[config.mk]
export PLATFORM = sky130hd
export DESIGN_NAME = json_string_unescape_decoder_unit
export DESIGN_NICKNAME = d
export VERILOG_FILES = /design/src/rtl/jsud_pkg.sv /design/src/rtl/jsud_front.sv /design/src/rtl/jsud_queue.sv /design/src/rtl/jsud_back.sv /design/src/rtl/json_string_unescape_decoder_unit.sv
export SDC_FILE = /design/constraint.sdc
export NUM_CORES = 1
export LEC_CHECK = 0
export BUFFER_PORTS_ARGS = -buffer_cell sky130_fd_sc_hd__buf_4
export CORE_MARGIN = 2
export CORE_UTILIZATION = 50
export CTS_CLUSTER_SIZE = 16
export DETAILED_ROUTE_END_ITERATION = 16
export GPL_TIMING_DRIVEN = 0
export HOLD_SLACK_MARGIN = 0.03
export PLACE_DENSITY_LB_ADDON = 0.15
export SLEW_MARGIN = 40
export SYNTH_ARGS = -nofsm -noshare
export SYNTH_HDL_FRONTEND = slang
export SYNTH_HIERARCHICAL = 1
export SYNTH_SLANG_ARGS = --single-unit
[constraint.sdc]
create_clock -name i_clk -period 5.7 [get_ports i_clk]
set_input_delay 0 -clock i_clk [delete_from_list [all_inputs] [get_ports i_clk]]
set_output_delay 0 -clock i_clk [all_outputs]
set_load 0.01 [all_outputs]
[src/rtl/jsud_pkg.sv]
// Package: shared types, codes and decode helpers for the JSON string unescape decoder.
package jsud_pkg;

    // Queue between front and back
    localparam int QUEUE_DEPTH = 4;
    localparam int QPTR_W      = $clog2(QUEUE_DEPTH);

    // Input item kinds
    localparam logic [1:0] KIND_DATA  = 2'd0;
    localparam logic [1:0] KIND_START = 2'd1;
    localparam logic [1:0] KIND_END   = 2'd2;
    localparam logic [1:0] KIND_NOP   = 2'd3;

    // Result status codes
    localparam logic [1:0] ST_BYTE  = 2'd0;
    localparam logic [1:0] ST_DONE  = 2'd1;
    localparam logic [1:0] ST_ERROR = 2'd2;

    // Characters with a role in the string syntax
    localparam logic [7:0] CH_QUOTE  = 8'h22;
    localparam logic [7:0] CH_BSLASH = 8'h5C;
    localparam logic [7:0] CH_U      = 8'h75;

    // UTF-8 encoding limits and lead bytes
    localparam logic [15:0] CP_ONE_LIMIT = 16'h0080;
    localparam logic [15:0] CP_TWO_LIMIT = 16'h0800;
    localparam logic [7:0]  LEAD_TWO     = 8'hC0;
    localparam logic [7:0]  LEAD_THREE   = 8'hE0;
    localparam logic [7:0]  CONT_BYTE    = 8'h80;

    // Front state
    typedef enum logic [1:0] {
        MODE_IDLE,
        MODE_STR,
        MODE_ESC,
        MODE_HEX
    } t_mode;

    typedef struct packed {
        logic [1:0] kind;
        logic [7:0] data_byte;
    } t_in_item;

    typedef struct packed {
        logic [7:0] out_byte;
        logic [1:0] status;
        logic       last;
    } t_out_item;

    // One queued command: 1 to 3 results from a single item
    typedef struct packed {
        logic [1:0] cnt;
        logic [1:0] status;
        logic [7:0] b0;
        logic [7:0] b1;
        logic [7:0] b2;
    } t_cmd;

    typedef struct packed {
        logic       ok;
        logic [3:0] nib;
    } t_hex;

    typedef struct packed {
        logic       ok;
        logic [7:0] value;
    } t_esc;

    // Hex digit decode
    function automatic t_hex hex_value(input logic [7:0] c);
        t_hex r;
        r.ok  = 1'b0;
        r.nib = 4'h0;
        case (c) inside
            [8'h30:8'h39]: begin
                r.ok  = 1'b1;
                r.nib = c[3:0];
            end
            [8'h41:8'h46], [8'h61:8'h66]: begin
                r.ok  = 1'b1;
                r.nib = c[3:0] + 4'd9;
            end
            default: begin
                r.ok  = 1'b0;
                r.nib = 4'h0;
            end
        endcase
        return r;
    endfunction

    // Single-byte escape letters
    function automatic t_esc esc_byte(input logic [7:0] c);
        t_esc r;
        r.ok    = 1'b1;
        r.value = c;
        case (c)
            CH_QUOTE:  r.value = CH_QUOTE;
            CH_BSLASH: r.value = CH_BSLASH;
            8'h2F:     r.value = 8'h2F;
            8'h6E:     r.value = 8'h0A;
            8'h72:     r.value = 8'h0D;
            8'h74:     r.value = 8'h09;
            8'h62:     r.value = 8'h08;
            8'h66:     r.value = 8'h0C;
            default: begin
                r.ok    = 1'b0;
                r.value = 8'h00;
            end
        endcase
        return r;
    endfunction

endpackage

[src/rtl/jsud_front.sv]
// Front: accepts items, tracks string/escape/hex mode and queues result commands.
module jsud_front (
    input  logic             i_clk,
    input  logic             i_rst_n,
    input  logic             i_in_valid,
    output logic             o_in_ready,
    input  jsud_pkg::t_in_item i_in_item,
    input  logic             i_full,
    output logic             o_push,
    output jsud_pkg::t_cmd   o_cmd
);
    import jsud_pkg::*;

    t_mode       r_mode, n_mode;
    logic [1:0]  r_hex_count, n_hex_count;
    logic [15:0] r_cp, n_cp;

    logic        accept;
    t_hex        hex;
    t_esc        esc;
    logic [15:0] cp_full;

    assign o_in_ready = ~i_full;
    assign accept     = i_in_valid & ~i_full;
    assign hex        = hex_value(i_in_item.data_byte);
    assign esc        = esc_byte(i_in_item.data_byte);
    assign cp_full    = {r_cp[11:0], hex.nib};

    // Next state
    always_comb begin
        n_mode      = r_mode;
        n_hex_count = r_hex_count;
        n_cp        = r_cp;
        if (accept) begin
            if (i_in_item.kind == KIND_START) begin
                n_mode      = MODE_STR;
                n_hex_count = 2'd0;
                n_cp        = 16'h0000;
            end else if (i_in_item.kind == KIND_NOP || r_mode == MODE_IDLE) begin
                n_mode = r_mode;
            end else if (i_in_item.kind == KIND_END) begin
                n_mode = MODE_IDLE;
            end else begin
                case (r_mode)
                    MODE_STR: begin
                        if (i_in_item.data_byte == CH_QUOTE) begin
                            n_mode = MODE_IDLE;
                        end else if (i_in_item.data_byte == CH_BSLASH) begin
                            n_mode = MODE_ESC;
                        end
                    end
                    MODE_ESC: begin
                        if (i_in_item.data_byte == CH_U) begin
                            n_mode      = MODE_HEX;
                            n_hex_count = 2'd0;
                            n_cp        = 16'h0000;
                        end else if (!esc.ok) begin
                            n_mode = MODE_IDLE;
                        end else begin
                            n_mode = MODE_STR;
                        end
                    end
                    MODE_HEX: begin
                        if (!hex.ok) begin
                            n_mode = MODE_IDLE;
                        end else if (r_hex_count == 2'd3) begin
                            n_mode      = MODE_STR;
                            n_hex_count = 2'd0;
                            n_cp        = 16'h0000;
                        end else begin
                            n_cp        = cp_full;
                            n_hex_count = r_hex_count + 2'd1;
                        end
                    end
                    default: n_mode = r_mode;
                endcase
            end
        end
    end

    // Result command for the queue
    always_comb begin
        o_push        = 1'b0;
        o_cmd.cnt     = 2'd1;
        o_cmd.status  = ST_BYTE;
        o_cmd.b0      = 8'h00;
        o_cmd.b1      = 8'h00;
        o_cmd.b2      = 8'h00;
        if (accept && i_in_item.kind != KIND_START && i_in_item.kind != KIND_NOP
                && r_mode != MODE_IDLE) begin
            if (i_in_item.kind == KIND_END) begin
                o_push       = 1'b1;
                o_cmd.status = ST_ERROR;
            end else begin
                case (r_mode)
                    MODE_STR: begin
                        if (i_in_item.data_byte == CH_QUOTE) begin
                            o_push       = 1'b1;
                            o_cmd.status = ST_DONE;
                        end else if (i_in_item.data_byte != CH_BSLASH) begin
                            o_push   = 1'b1;
                            o_cmd.b0 = i_in_item.data_byte;
                        end
                    end
                    MODE_ESC: begin
                        if (i_in_item.data_byte != CH_U) begin
                            o_push = 1'b1;
                            if (esc.ok) begin
                                o_cmd.b0 = esc.value;
                            end else begin
                                o_cmd.status = ST_ERROR;
                            end
                        end
                    end
                    MODE_HEX: begin
                        if (!hex.ok) begin
                            o_push       = 1'b1;
                            o_cmd.status = ST_ERROR;
                        end else if (r_hex_count == 2'd3) begin
                            o_push = 1'b1;
                            // UTF-8 encode the finished code point
                            if (cp_full < CP_ONE_LIMIT) begin
                                o_cmd.cnt = 2'd1;
                                o_cmd.b0  = cp_full[7:0];
                            end else if (cp_full < CP_TWO_LIMIT) begin
                                o_cmd.cnt = 2'd2;
                                o_cmd.b0  = LEAD_TWO | {3'b000, cp_full[10:6]};
                                o_cmd.b1  = CONT_BYTE | {2'b00, cp_full[5:0]};
                            end else begin
                                o_cmd.cnt = 2'd3;
                                o_cmd.b0  = LEAD_THREE | {4'b0000, cp_full[15:12]};
                                o_cmd.b1  = CONT_BYTE | {2'b00, cp_full[11:6]};
                                o_cmd.b2  = CONT_BYTE | {2'b00, cp_full[5:0]};
                            end
                        end
                    end
                    default: o_push = 1'b0;
                endcase
            end
        end
    end

    // State registers
    always_ff @(posedge i_clk) begin
        if (!i_rst_n) begin
            r_mode      <= MODE_IDLE;
            r_hex_count <= 2'd0;
            r_cp        <= 16'h0000;
        end else begin
            r_mode      <= n_mode;
            r_hex_count <= n_hex_count;
            r_cp        <= n_cp;
        end
    end

endmodule

[src/rtl/jsud_queue.sv]
// Queue: short command FIFO between front and back.
module jsud_queue (
    input  logic           i_clk,
    input  logic           i_rst_n,
    input  logic           i_push,
    input  jsud_pkg::t_cmd i_cmd,
    output logic           o_full,
    output logic           o_valid,
    output jsud_pkg::t_cmd o_head,
    input  logic           i_pop
);
    import jsud_pkg::*;

    t_cmd              r_mem [QUEUE_DEPTH];
    logic [QPTR_W-1:0] r_wr, r_rd;
    logic [QPTR_W:0]   r_count;
    logic              do_push, do_pop;

    assign o_full  = (r_count == (QPTR_W + 1)'(QUEUE_DEPTH));
    assign o_valid = (r_count != '0);
    assign o_head  = r_mem[r_rd];
    assign do_push = i_push & ~o_full;
    assign do_pop  = i_pop & o_valid;

    // Entry storage
    always_ff @(posedge i_clk) begin
        if (do_push) begin
            r_mem[r_wr] <= i_cmd;
        end
    end

    // Pointers and fill count
    always_ff @(posedge i_clk) begin
        if (!i_rst_n) begin
            r_wr    <= '0;
            r_rd    <= '0;
            r_count <= '0;
        end else begin
            if (do_push) begin
                r_wr <= r_wr + 1'b1;
            end
            if (do_pop) begin
                r_rd <= r_rd + 1'b1;
            end
            if (do_push && !do_pop) begin
                r_count <= r_count + 1'b1;
            end else if (do_pop && !do_push) begin
                r_count <= r_count - 1'b1;
            end
        end
    end

endmodule

[src/rtl/jsud_back.sv]
// Back: expands queued commands into result items through an output register.
module jsud_back (
    input  logic                i_clk,
    input  logic                i_rst_n,
    input  logic                i_q_valid,
    input  jsud_pkg::t_cmd      i_head,
    output logic                o_pop,
    output logic                o_out_valid,
    input  logic                i_out_ready,
    output jsud_pkg::t_out_item o_out_item
);
    import jsud_pkg::*;

    logic [1:0] r_idx;
    logic       r_out_valid;
    t_out_item  r_out_item;
    logic       load;
    logic       is_last;
    logic [7:0] sel_byte;

    assign load    = i_q_valid & (~r_out_valid | i_out_ready);
    assign is_last = (r_idx == i_head.cnt - 2'd1);
    assign o_pop   = load & is_last;

    // Byte of the current command
    always_comb begin
        case (r_idx)
            2'd0:    sel_byte = i_head.b0;
            2'd1:    sel_byte = i_head.b1;
            default: sel_byte = i_head.b2;
        endcase
    end

    // Control
    always_ff @(posedge i_clk) begin
        if (!i_rst_n) begin
            r_idx       <= 2'd0;
            r_out_valid <= 1'b0;
        end else begin
            if (load) begin
                r_out_valid <= 1'b1;
                r_idx       <= is_last ? 2'd0 : r_idx + 2'd1;
            end else if (i_out_ready) begin
                r_out_valid <= 1'b0;
            end
        end
    end

    // Output payload
    always_ff @(posedge i_clk) begin
        if (load) begin
            r_out_item.out_byte <= sel_byte;
            r_out_item.status   <= i_head.status;
            r_out_item.last     <= is_last;
        end
    end

    assign o_out_valid = r_out_valid;
    assign o_out_item  = r_out_item;

endmodule

[src/rtl/json_string_unescape_decoder_unit.sv]
// Top level: JSON string unescape decoder with \u to UTF-8 expansion.
//
//  Channel   Direction  Handshake                 Payload
//  input     in         i_in_valid / o_in_ready   i_in_item  (kind, data_byte)
//  output    out        o_out_valid / i_out_ready o_out_item (out_byte, status, last)
//
// Accepts one item per cycle unless the queue is full; results leave one per cycle while
// i_out_ready is high, via a queue entry and the output register. A completed \u escape
// gives up to three results and holds the output until all have left; the 4-entry
// command queue absorbs the difference. Input stalls only when the queue is full. Reset
// is synchronous and clears mode, queue and output valid; no clearing pass is needed.
module json_string_unescape_decoder_unit (
    input  logic                i_clk,
    input  logic                i_rst_n,
    input  logic                i_in_valid,
    output logic                o_in_ready,
    input  jsud_pkg::t_in_item  i_in_item,
    output logic                o_out_valid,
    input  logic                i_out_ready,
    output jsud_pkg::t_out_item o_out_item
);
    import jsud_pkg::*;

    logic q_full, q_valid, q_push, q_pop;
    t_cmd push_cmd, head_cmd;

    jsud_front u_front (
        .i_clk      (i_clk),
        .i_rst_n    (i_rst_n),
        .i_in_valid (i_in_valid),
        .o_in_ready (o_in_ready),
        .i_in_item  (i_in_item),
        .i_full     (q_full),
        .o_push     (q_push),
        .o_cmd      (push_cmd)
    );

    jsud_queue u_queue (
        .i_clk   (i_clk),
        .i_rst_n (i_rst_n),
        .i_push  (q_push),
        .i_cmd   (push_cmd),
        .o_full  (q_full),
        .o_valid (q_valid),
        .o_head  (head_cmd),
        .i_pop   (q_pop)
    );

    jsud_back u_back (
        .i_clk       (i_clk),
        .i_rst_n     (i_rst_n),
        .i_q_valid   (q_valid),
        .i_head      (head_cmd),
        .o_pop       (q_pop),
        .o_out_valid (o_out_valid),
        .i_out_ready (i_out_ready),
        .o_out_item  (o_out_item)
    );

endmodule

Word-level counts from Yosys, hierarchy flattened
Memories as Yosys holds them, arrays and structs flattened. A register that Yosys moved wholly into a read port is not among the register bits.
Index checks and enable logic that the tools add are counted.
{"block": "totals", "register_bits": 37, "latchBits": 0, "ramBits": 112, "romBits": 0, "in_bits": 14, "out_inout_bits": 13, "elab_cells": 158, "mem_count": 1}
{"block": "classes", "n_addsub": 8, "multipliers": 0, "n_div": 0, "order_cmp": 8, "n_eq_ne": 29, "n_shift": 0, "muxes": 70, "bitwise": 8, "n_reduce_logical": 23}
{"memory": "u_queue.r_mem", "depth": 4, "word_bits": 28, "rd": 1, "rd_ports_with_merged_regs": 1, "wr": 1, "line_no": "jsud_queue.sv:14", "text": "t_cmd r_mem [QUEUE_DEPTH];"}
{"cell": "$mux 12", "count": 6}
{"cell": "$mux 24", "count": 3}
{"cell": "$eq 8x7->1 const B", "count": 7}
{"cell": "$pmux 7 s8", "count": 1}
{"cell": "$mux 2", "count": 25}
{"cell": "$mux 16", "count": 2}
{"cell": "$mux 8", "count": 4}
{"cell": "$pmux 10 s3", "count": 1}
{"cell": "$mux 28", "count": 1}
{"cell": "$pmux 12 s2", "count": 1}
{"cell": "$eq 8x6->1 const B", "count": 2}
{"cell": "$ge 8x7->1 const B", "count": 2}
{"cell": "$le 8x7->1 const B", "count": 2}
{"cell": "$lt 16x12->1 const B", "count": 1}
{"cell": "$lt 16x8->1 const B", "count": 1}
{"cell": "$ne 8x7->1 const B", "count": 2}
{"cell": "$pmux 8 s2", "count": 1}
{"cell": "$mux 1", "count": 15}
{"cell": "$mux 14", "count": 1}
{"cell": "$eq 2x2->1 const B", "count": 5}
{"cell": "$mux 10", "count": 1}
{"cell": "$mux 5", "count": 2}
{"cell": "$add 2x1->2 const B", "count": 4}
{"cell": "$ge 8x6->1 const B", "count": 1}
{"cell": "32 further kinds", "count": 55}

Depth between registers and ports, before layout
{"block": "logic_depth", "ltp_word": 14, "mapped_depth": 16, "depth_no_buf": 14}

Modules after synthesis
The synthesis kept the hierarchy.
{"module": "jsud_queue", "n_inst": 1, "cells_each": 194, "area_per_inst_um2": 4576.9, "seq_area_each_um2": 3543.4}
{"module": "jsud_front", "n_inst": 1, "cells_each": 220, "area_per_inst_um2": 1637.8, "seq_area_each_um2": 320.3}
{"module": "jsud_back", "n_inst": 1, "cells_each": 60, "area_per_inst_um2": 654.4, "seq_area_each_um2": 390.4}

Worst setup path before layout
OpenSTA, ideal clock, no wires.
{"block": "synth_path", "path_kind": "flip-flop to flip-flop", "startpoint": "register (tool-made name)", "endpoint": "register u_queue.r_count[2]", "setup_time_ns": 0.076, "arrival_time_ns": 2.841, "required_time_ns": 5.624, "path_slack_ns": 2.783, "path_stages_with_launch": 13, "path_buffers": 1, "synth_period_minus_slack_ns": 2.917, "cell_sequence": "dfxtp_1 > buf_6 > mux4_1 > xnor2_1 > mux2i_2 > and2_1 > o31ai_2 > ha_1 > inv_1 > fa_1 > xor2_1 > or3_1 > a21boi_0"}
{"item": "end signal: assignment", "line_no": "jsud_queue.sv:46", "text": "r_count <= r_count + 1'b1;"}
{"item": "end signal: assignment", "line_no": "jsud_queue.sv:48", "text": "r_count <= r_count - 1'b1;"}
{"item": "end: declaration", "line_no": "jsud_queue.sv:16", "text": "logic [QPTR_W:0] r_count;"}

Worst setup path after layout
{"block": "layout_path", "startpoint": "register u_front.r_mode[1]", "endpoint": "register u_queue.r_count[2]"}
{"block": "layout_via", "elab_chain_cells": 8, "elab_cells_between_ends": 14, "classes_between": "3 x eq/ne; 4 x mux; 1 x bitwise; 6 x reduce/logical"}
{"item": "start: declaration", "line_no": "jsud_front.sv:14", "text": "t_mode r_mode, n_mode;"}
{"item": "start signal: assignment", "line_no": "jsud_front.sv:150", "text": "r_mode <= n_mode;"}
{"item": "$eq 2x2->1 / $eq 2x1->1 (equally long branches)", "line_no": "jsud_front.sv:95", "text": "case (r_mode)"}
{"item": "$pmux 1 s3", "line_no": "jsud_front.sv:95"}
{"item": "$mux 1", "line_no": "jsud_front.sv:91", "text": "if (i_in_item.kind == KIND_END) begin"}
{"item": "$mux 1 *", "line_no": "jsud_front.sv:89", "text": "if (accept && i_in_item.kind != KIND_START && i_in_item.kind != KIND_NOP"}
{"item": "named net q_push", "line_no": "json_string_unescape_decoder_unit.sv:24", "text": "logic q_full, q_valid, q_push, q_pop;"}
{"item": "$and 1x1->1 *", "line_no": "jsud_queue.sv:22", "text": "assign do_push = i_push & ~o_full;"}
{"item": "named net u_queue.do_push", "line_no": "jsud_queue.sv:17", "text": "logic do_push, do_pop;"}
{"item": "$logic_not 1->1", "line_no": "jsud_queue.sv:47", "text": "end else if (do_pop && !do_push) begin"}
{"item": "$logic_and 1x1->1", "line_no": "jsud_queue.sv:47"}
{"item": "$reduce_bool 2->1 (no line)"}
The timed path passes the listed nets; every way through them passes the cells marked *.
A chain may end at the register's enable or synchronous reset.

==> metrics.md <==
| Metric | Value |
|---|---|
| CP arrival | `3.57 ns` |
| EDFF count, synth | `123` |
| #FFs+latches synth | `151` |
| Final setup viols | `0` |
| FF-to-FF path depth | `13` |
| CTS max path bufs | `2` |
| PortBufs | `26` |
| YS warnings | `6` |
| DR DRC count | `0` |
| Row Count | `42` |
| Vias/cell | `5.79` |
| Iter 0 DRT Violations | `351` |
| Setup_tns | `0 ns` |
| Clk_skew | `0.0123 ns` |
| Final Util | `0.599` |
| Final global-route overflow total | `0` |
| Distinct cells, synth | `71` |
| RSZ-0062 raised after global routing | `false` |
| Die Y | `121 um` |
| Minimum clock period after layout | `3.23 ns` |
| Most used DFF post-synth | `edfxtp_1` |
| Cts hold-fix bufs | `2` |
| Finished Layout Cells | `715` |
| Initial core utilization | `0.515` |
| VDD IR-drop max | `177 uV` |
| Vias post-DR | `4,141` |
| Crit path to | `u_queue/r_count[2]` |
| Max-slew headroom | `0.516` |
| Avg WL per Cell | `19.7 um` |
| Ant diodes | `0` |
| H-tree Lvls | `4` |
| Period Utilization, post-route | `0.566` |
| Setup bufs post-CTS | `0` |
| Nets | `557` |
| Average cell area after synthesis | `14.5 um2` |
| Worst Setup End Kind | `flop` |
| Slew Viols, Final | `0` |
| Area Growth Syn to Fin | `16.5%` |
| RR Endpoint | `u_queue/r_count[2]` |
| Core box area | `13,300 um2` |
| Placed cells | `681` |
| Fill cells | `1,043` |
| Worst-path clk slew | `0.06 ns` |
| Tightest Pin Transition | `0.726 ns` |
| DRT antenna net count | `0` |
| Drt first pass iters | `4` |
| Layout cell share with drive strength beyond 1 | `0.208` |
| Final Wtd Congestion | `0.912` |
| Asr flop ratio synth | `0` |
| # resized after CTS | `0` |
| Mapped Cells | `474` |
| Die W | `121 um` |
| Num ports | `27` |
| Max-Cap Viols | `0` |
| Hold wc startpoint | `i_in_item[7]` |
| Largest net degree at the start of global routing | `21` |
| R2R Setup Slk | `2.47 ns` |
| Setup crit start | `u_front/r_mode[1]` |
| Vias in the first global route | `4,102` |
| Initial antenna violation count | `0` |
| Required @ worst endpoint | `6.04 ns` |
| Crit path kind | `flop to flop` |
| Max Fclk | `310 MHz` |
| Pwr/cell area | `297 nW/um2` |
| CP Max Fanout | `10` |
| Post-synthesis sequential area ratio | `0.619` |
| Clock root buffer | `clkbuf_16` |
| Gr usage total | `0.208` |
| TritonCTS Sinks | `151` |
| Hpwl dp | `9360 um` |
| Run status | `complete, no violations` |
| First-pass GRT wire length | `22,500 um` |
| RR Startpoint | `u_front/r_mode[1]` |
| Total wire length | `14,100 um` |
| Startpoint Class | `flop` |
| Worst Hold Class | `input port to flop` |
| Total power | `2.37 mW` |
| Clock Latency Late Sink | `0.42 ns` |
| CTS tree | `done` |
| Total CTS buffers | `17` |
| Final Hold Fails | `0` |
| Die ar. | `14,700 um2` |
| Leakage | `2.78 nW` |
| Cell Area, Synth | `6870 um2` |
-- worst min-delay path by stage --
stage | endpoint | cells past startpoint
global route | u_queue/r_mem[3][23] | 3
CTS | u_queue/r_mem[0][23] | 3
global placement | u_front/r_mode[1] | 3
floorplan | u_front/r_mode[0] | 2
finish | u_queue/r_mem[0][23] | 3
detailed placement | u_front/r_mode[1] | 3
-- worst max-delay path: stages, from the launching register on --
cell and delay [ns]:
dfxtp_1 0.30, clkbuf_1 0.30, nand2b_1 0.15, a31oi_1 0.53, a21oi_1 0.11, a21oi_1 0.19, nor2b_1 0.18, buf_6 0.14
ha_1 0.18, inv_1 0.06, fa_1 0.38, xor2_1 0.16, or3_1 0.30, a21boi_0 0.16
-- state kept, by name, summed over array words and instances, names as in the netlist, named ones only --
signal	count
u_back/r_idx	2
u_queue/r_mem	112
u_queue/r_rd	2
u_front/r_hex_count	2
u_queue/r_wr	2
u_back/o_out_valid	1
u_front/r_mode	2
u_back/o_out_item	11
u_queue/r_count	3
u_front/r_cp	12
-- kinds of logic (layout without fill, tap and decap cells) --
| family | after synthesis | count (layout) | share of synthesized area |
|---|---|---|---|
| XOR/XNOR | 6 | 6 | 0.00765 |
| other | 1 | 2 | 0.000546 |
| multiplexers | 37 | 37 | 0.108 |
| AND/OR/NAND/NOR | 131 | 131 | 0.103 |
| AO/OA/AOI/OAI | 89 | 89 | 0.0958 |
| buffers and inverters | 42 | 106 | 0.0335 |
| flip-flops | 151 | 151 | 0.619 |
| adder cells (fa/ha/maj) | 17 | 17 | 0.0321 |
-- through the flow --
step	worst slack [ns]	area, um2	hold slack (ns)
4_1_cts	2.48	8000	0.0344
3_5_place_dp	2.42	7410	0.353
6_report	2.47	8000	0.0567
3_3_place_gp	2.09	7290	0.348
2_1_floorplan	2.78	6870	0.138
5_1_grt	2.20	8000	0.103
-- cell usage in the layout (no fill, tap or decap), drive strengths merged, types with 3 or more instances in the layout --
cell type and count:
a22oi 12, or3 3, a21oi 16, a22o 13, nor3 6, dfxtp 28, nand3 4, clkinv 9
o21ai 8, nor2b 5, nand2 45, and2 19, edfxtp 123, or2 6, nor2 15, inv 16
nor3b 4, o21a 4, mux4 28, xnor2 5, buf 46, clkbuf 30, a31oi 7, bufinv 3
nor4 4, mux2i 8, nand2b 7, o22ai 3, a211oi 3, o221ai 3, nand4 3, ha 16
-- synth_stat cells (all sizes together) (3+ instances only) --
cell type / n / area (um2)
a211oi: 3 / 22.5
nor4: 4 / 25.0
o221ai: 3 / 26.3
o21a: 4 / 30.0
xnor2: 5 / 43.8
or3: 3 / 18.8
ha: 16 / 200
a22oi: 12 / 90.1
o21ai: 8 / 40.0
and2: 19 / 119
a22o: 13 / 114
inv: 16 / 60.1
clkbuf: 10 / 37.5
mux4: 28 / 649
nor2b: 5 / 31.3
nand2b: 7 / 43.8
a21oi: 16 / 80.1
edfxtp: 123 / 3690
a31oi: 7 / 43.8
nand3: 4 / 25.0
buf: 16 / 133
nor3: 6 / 30.0
nor3b: 4 / 46.3
mux2i: 8 / 83.8
nor2: 15 / 58.8
nand2: 45 / 169
o22ai: 3 / 18.8
nand4: 3 / 18.8
dfxtp: 28 / 561
or2: 6 / 37.5
-- area by class of cell --
cell class,count,area (um2),area share
sequential,151,4250,0.532
multi-input combinational,282,2400,0.300
clock buffer,20,437,0.0546
timing repair buffer,32,325,0.0407
tap,176,220,0.0275
buffer,26,170,0.0213
clock inverter,12,134,0.0167
inverter,16,60.1,0.00751
-- routing by layer --
layer,up-vias,track usage,wire [um]
met1,2069,0.277,6130
met2,118,0.344,7160
met5,-,0,0
li1,1940,-,-
met4,0,0.0682,160
met3,14,0.0446,618
-- report_power, final --
group / total (mW) / switching [mW] / internal, mW
Combinational: 0.100 / 0.0614 / 0.0388
Sequential: 1.19 / 0.00475 / 1.19
Clock: 1.08 / 0.401 / 0.679
Power figures use the tool's default switching activity.
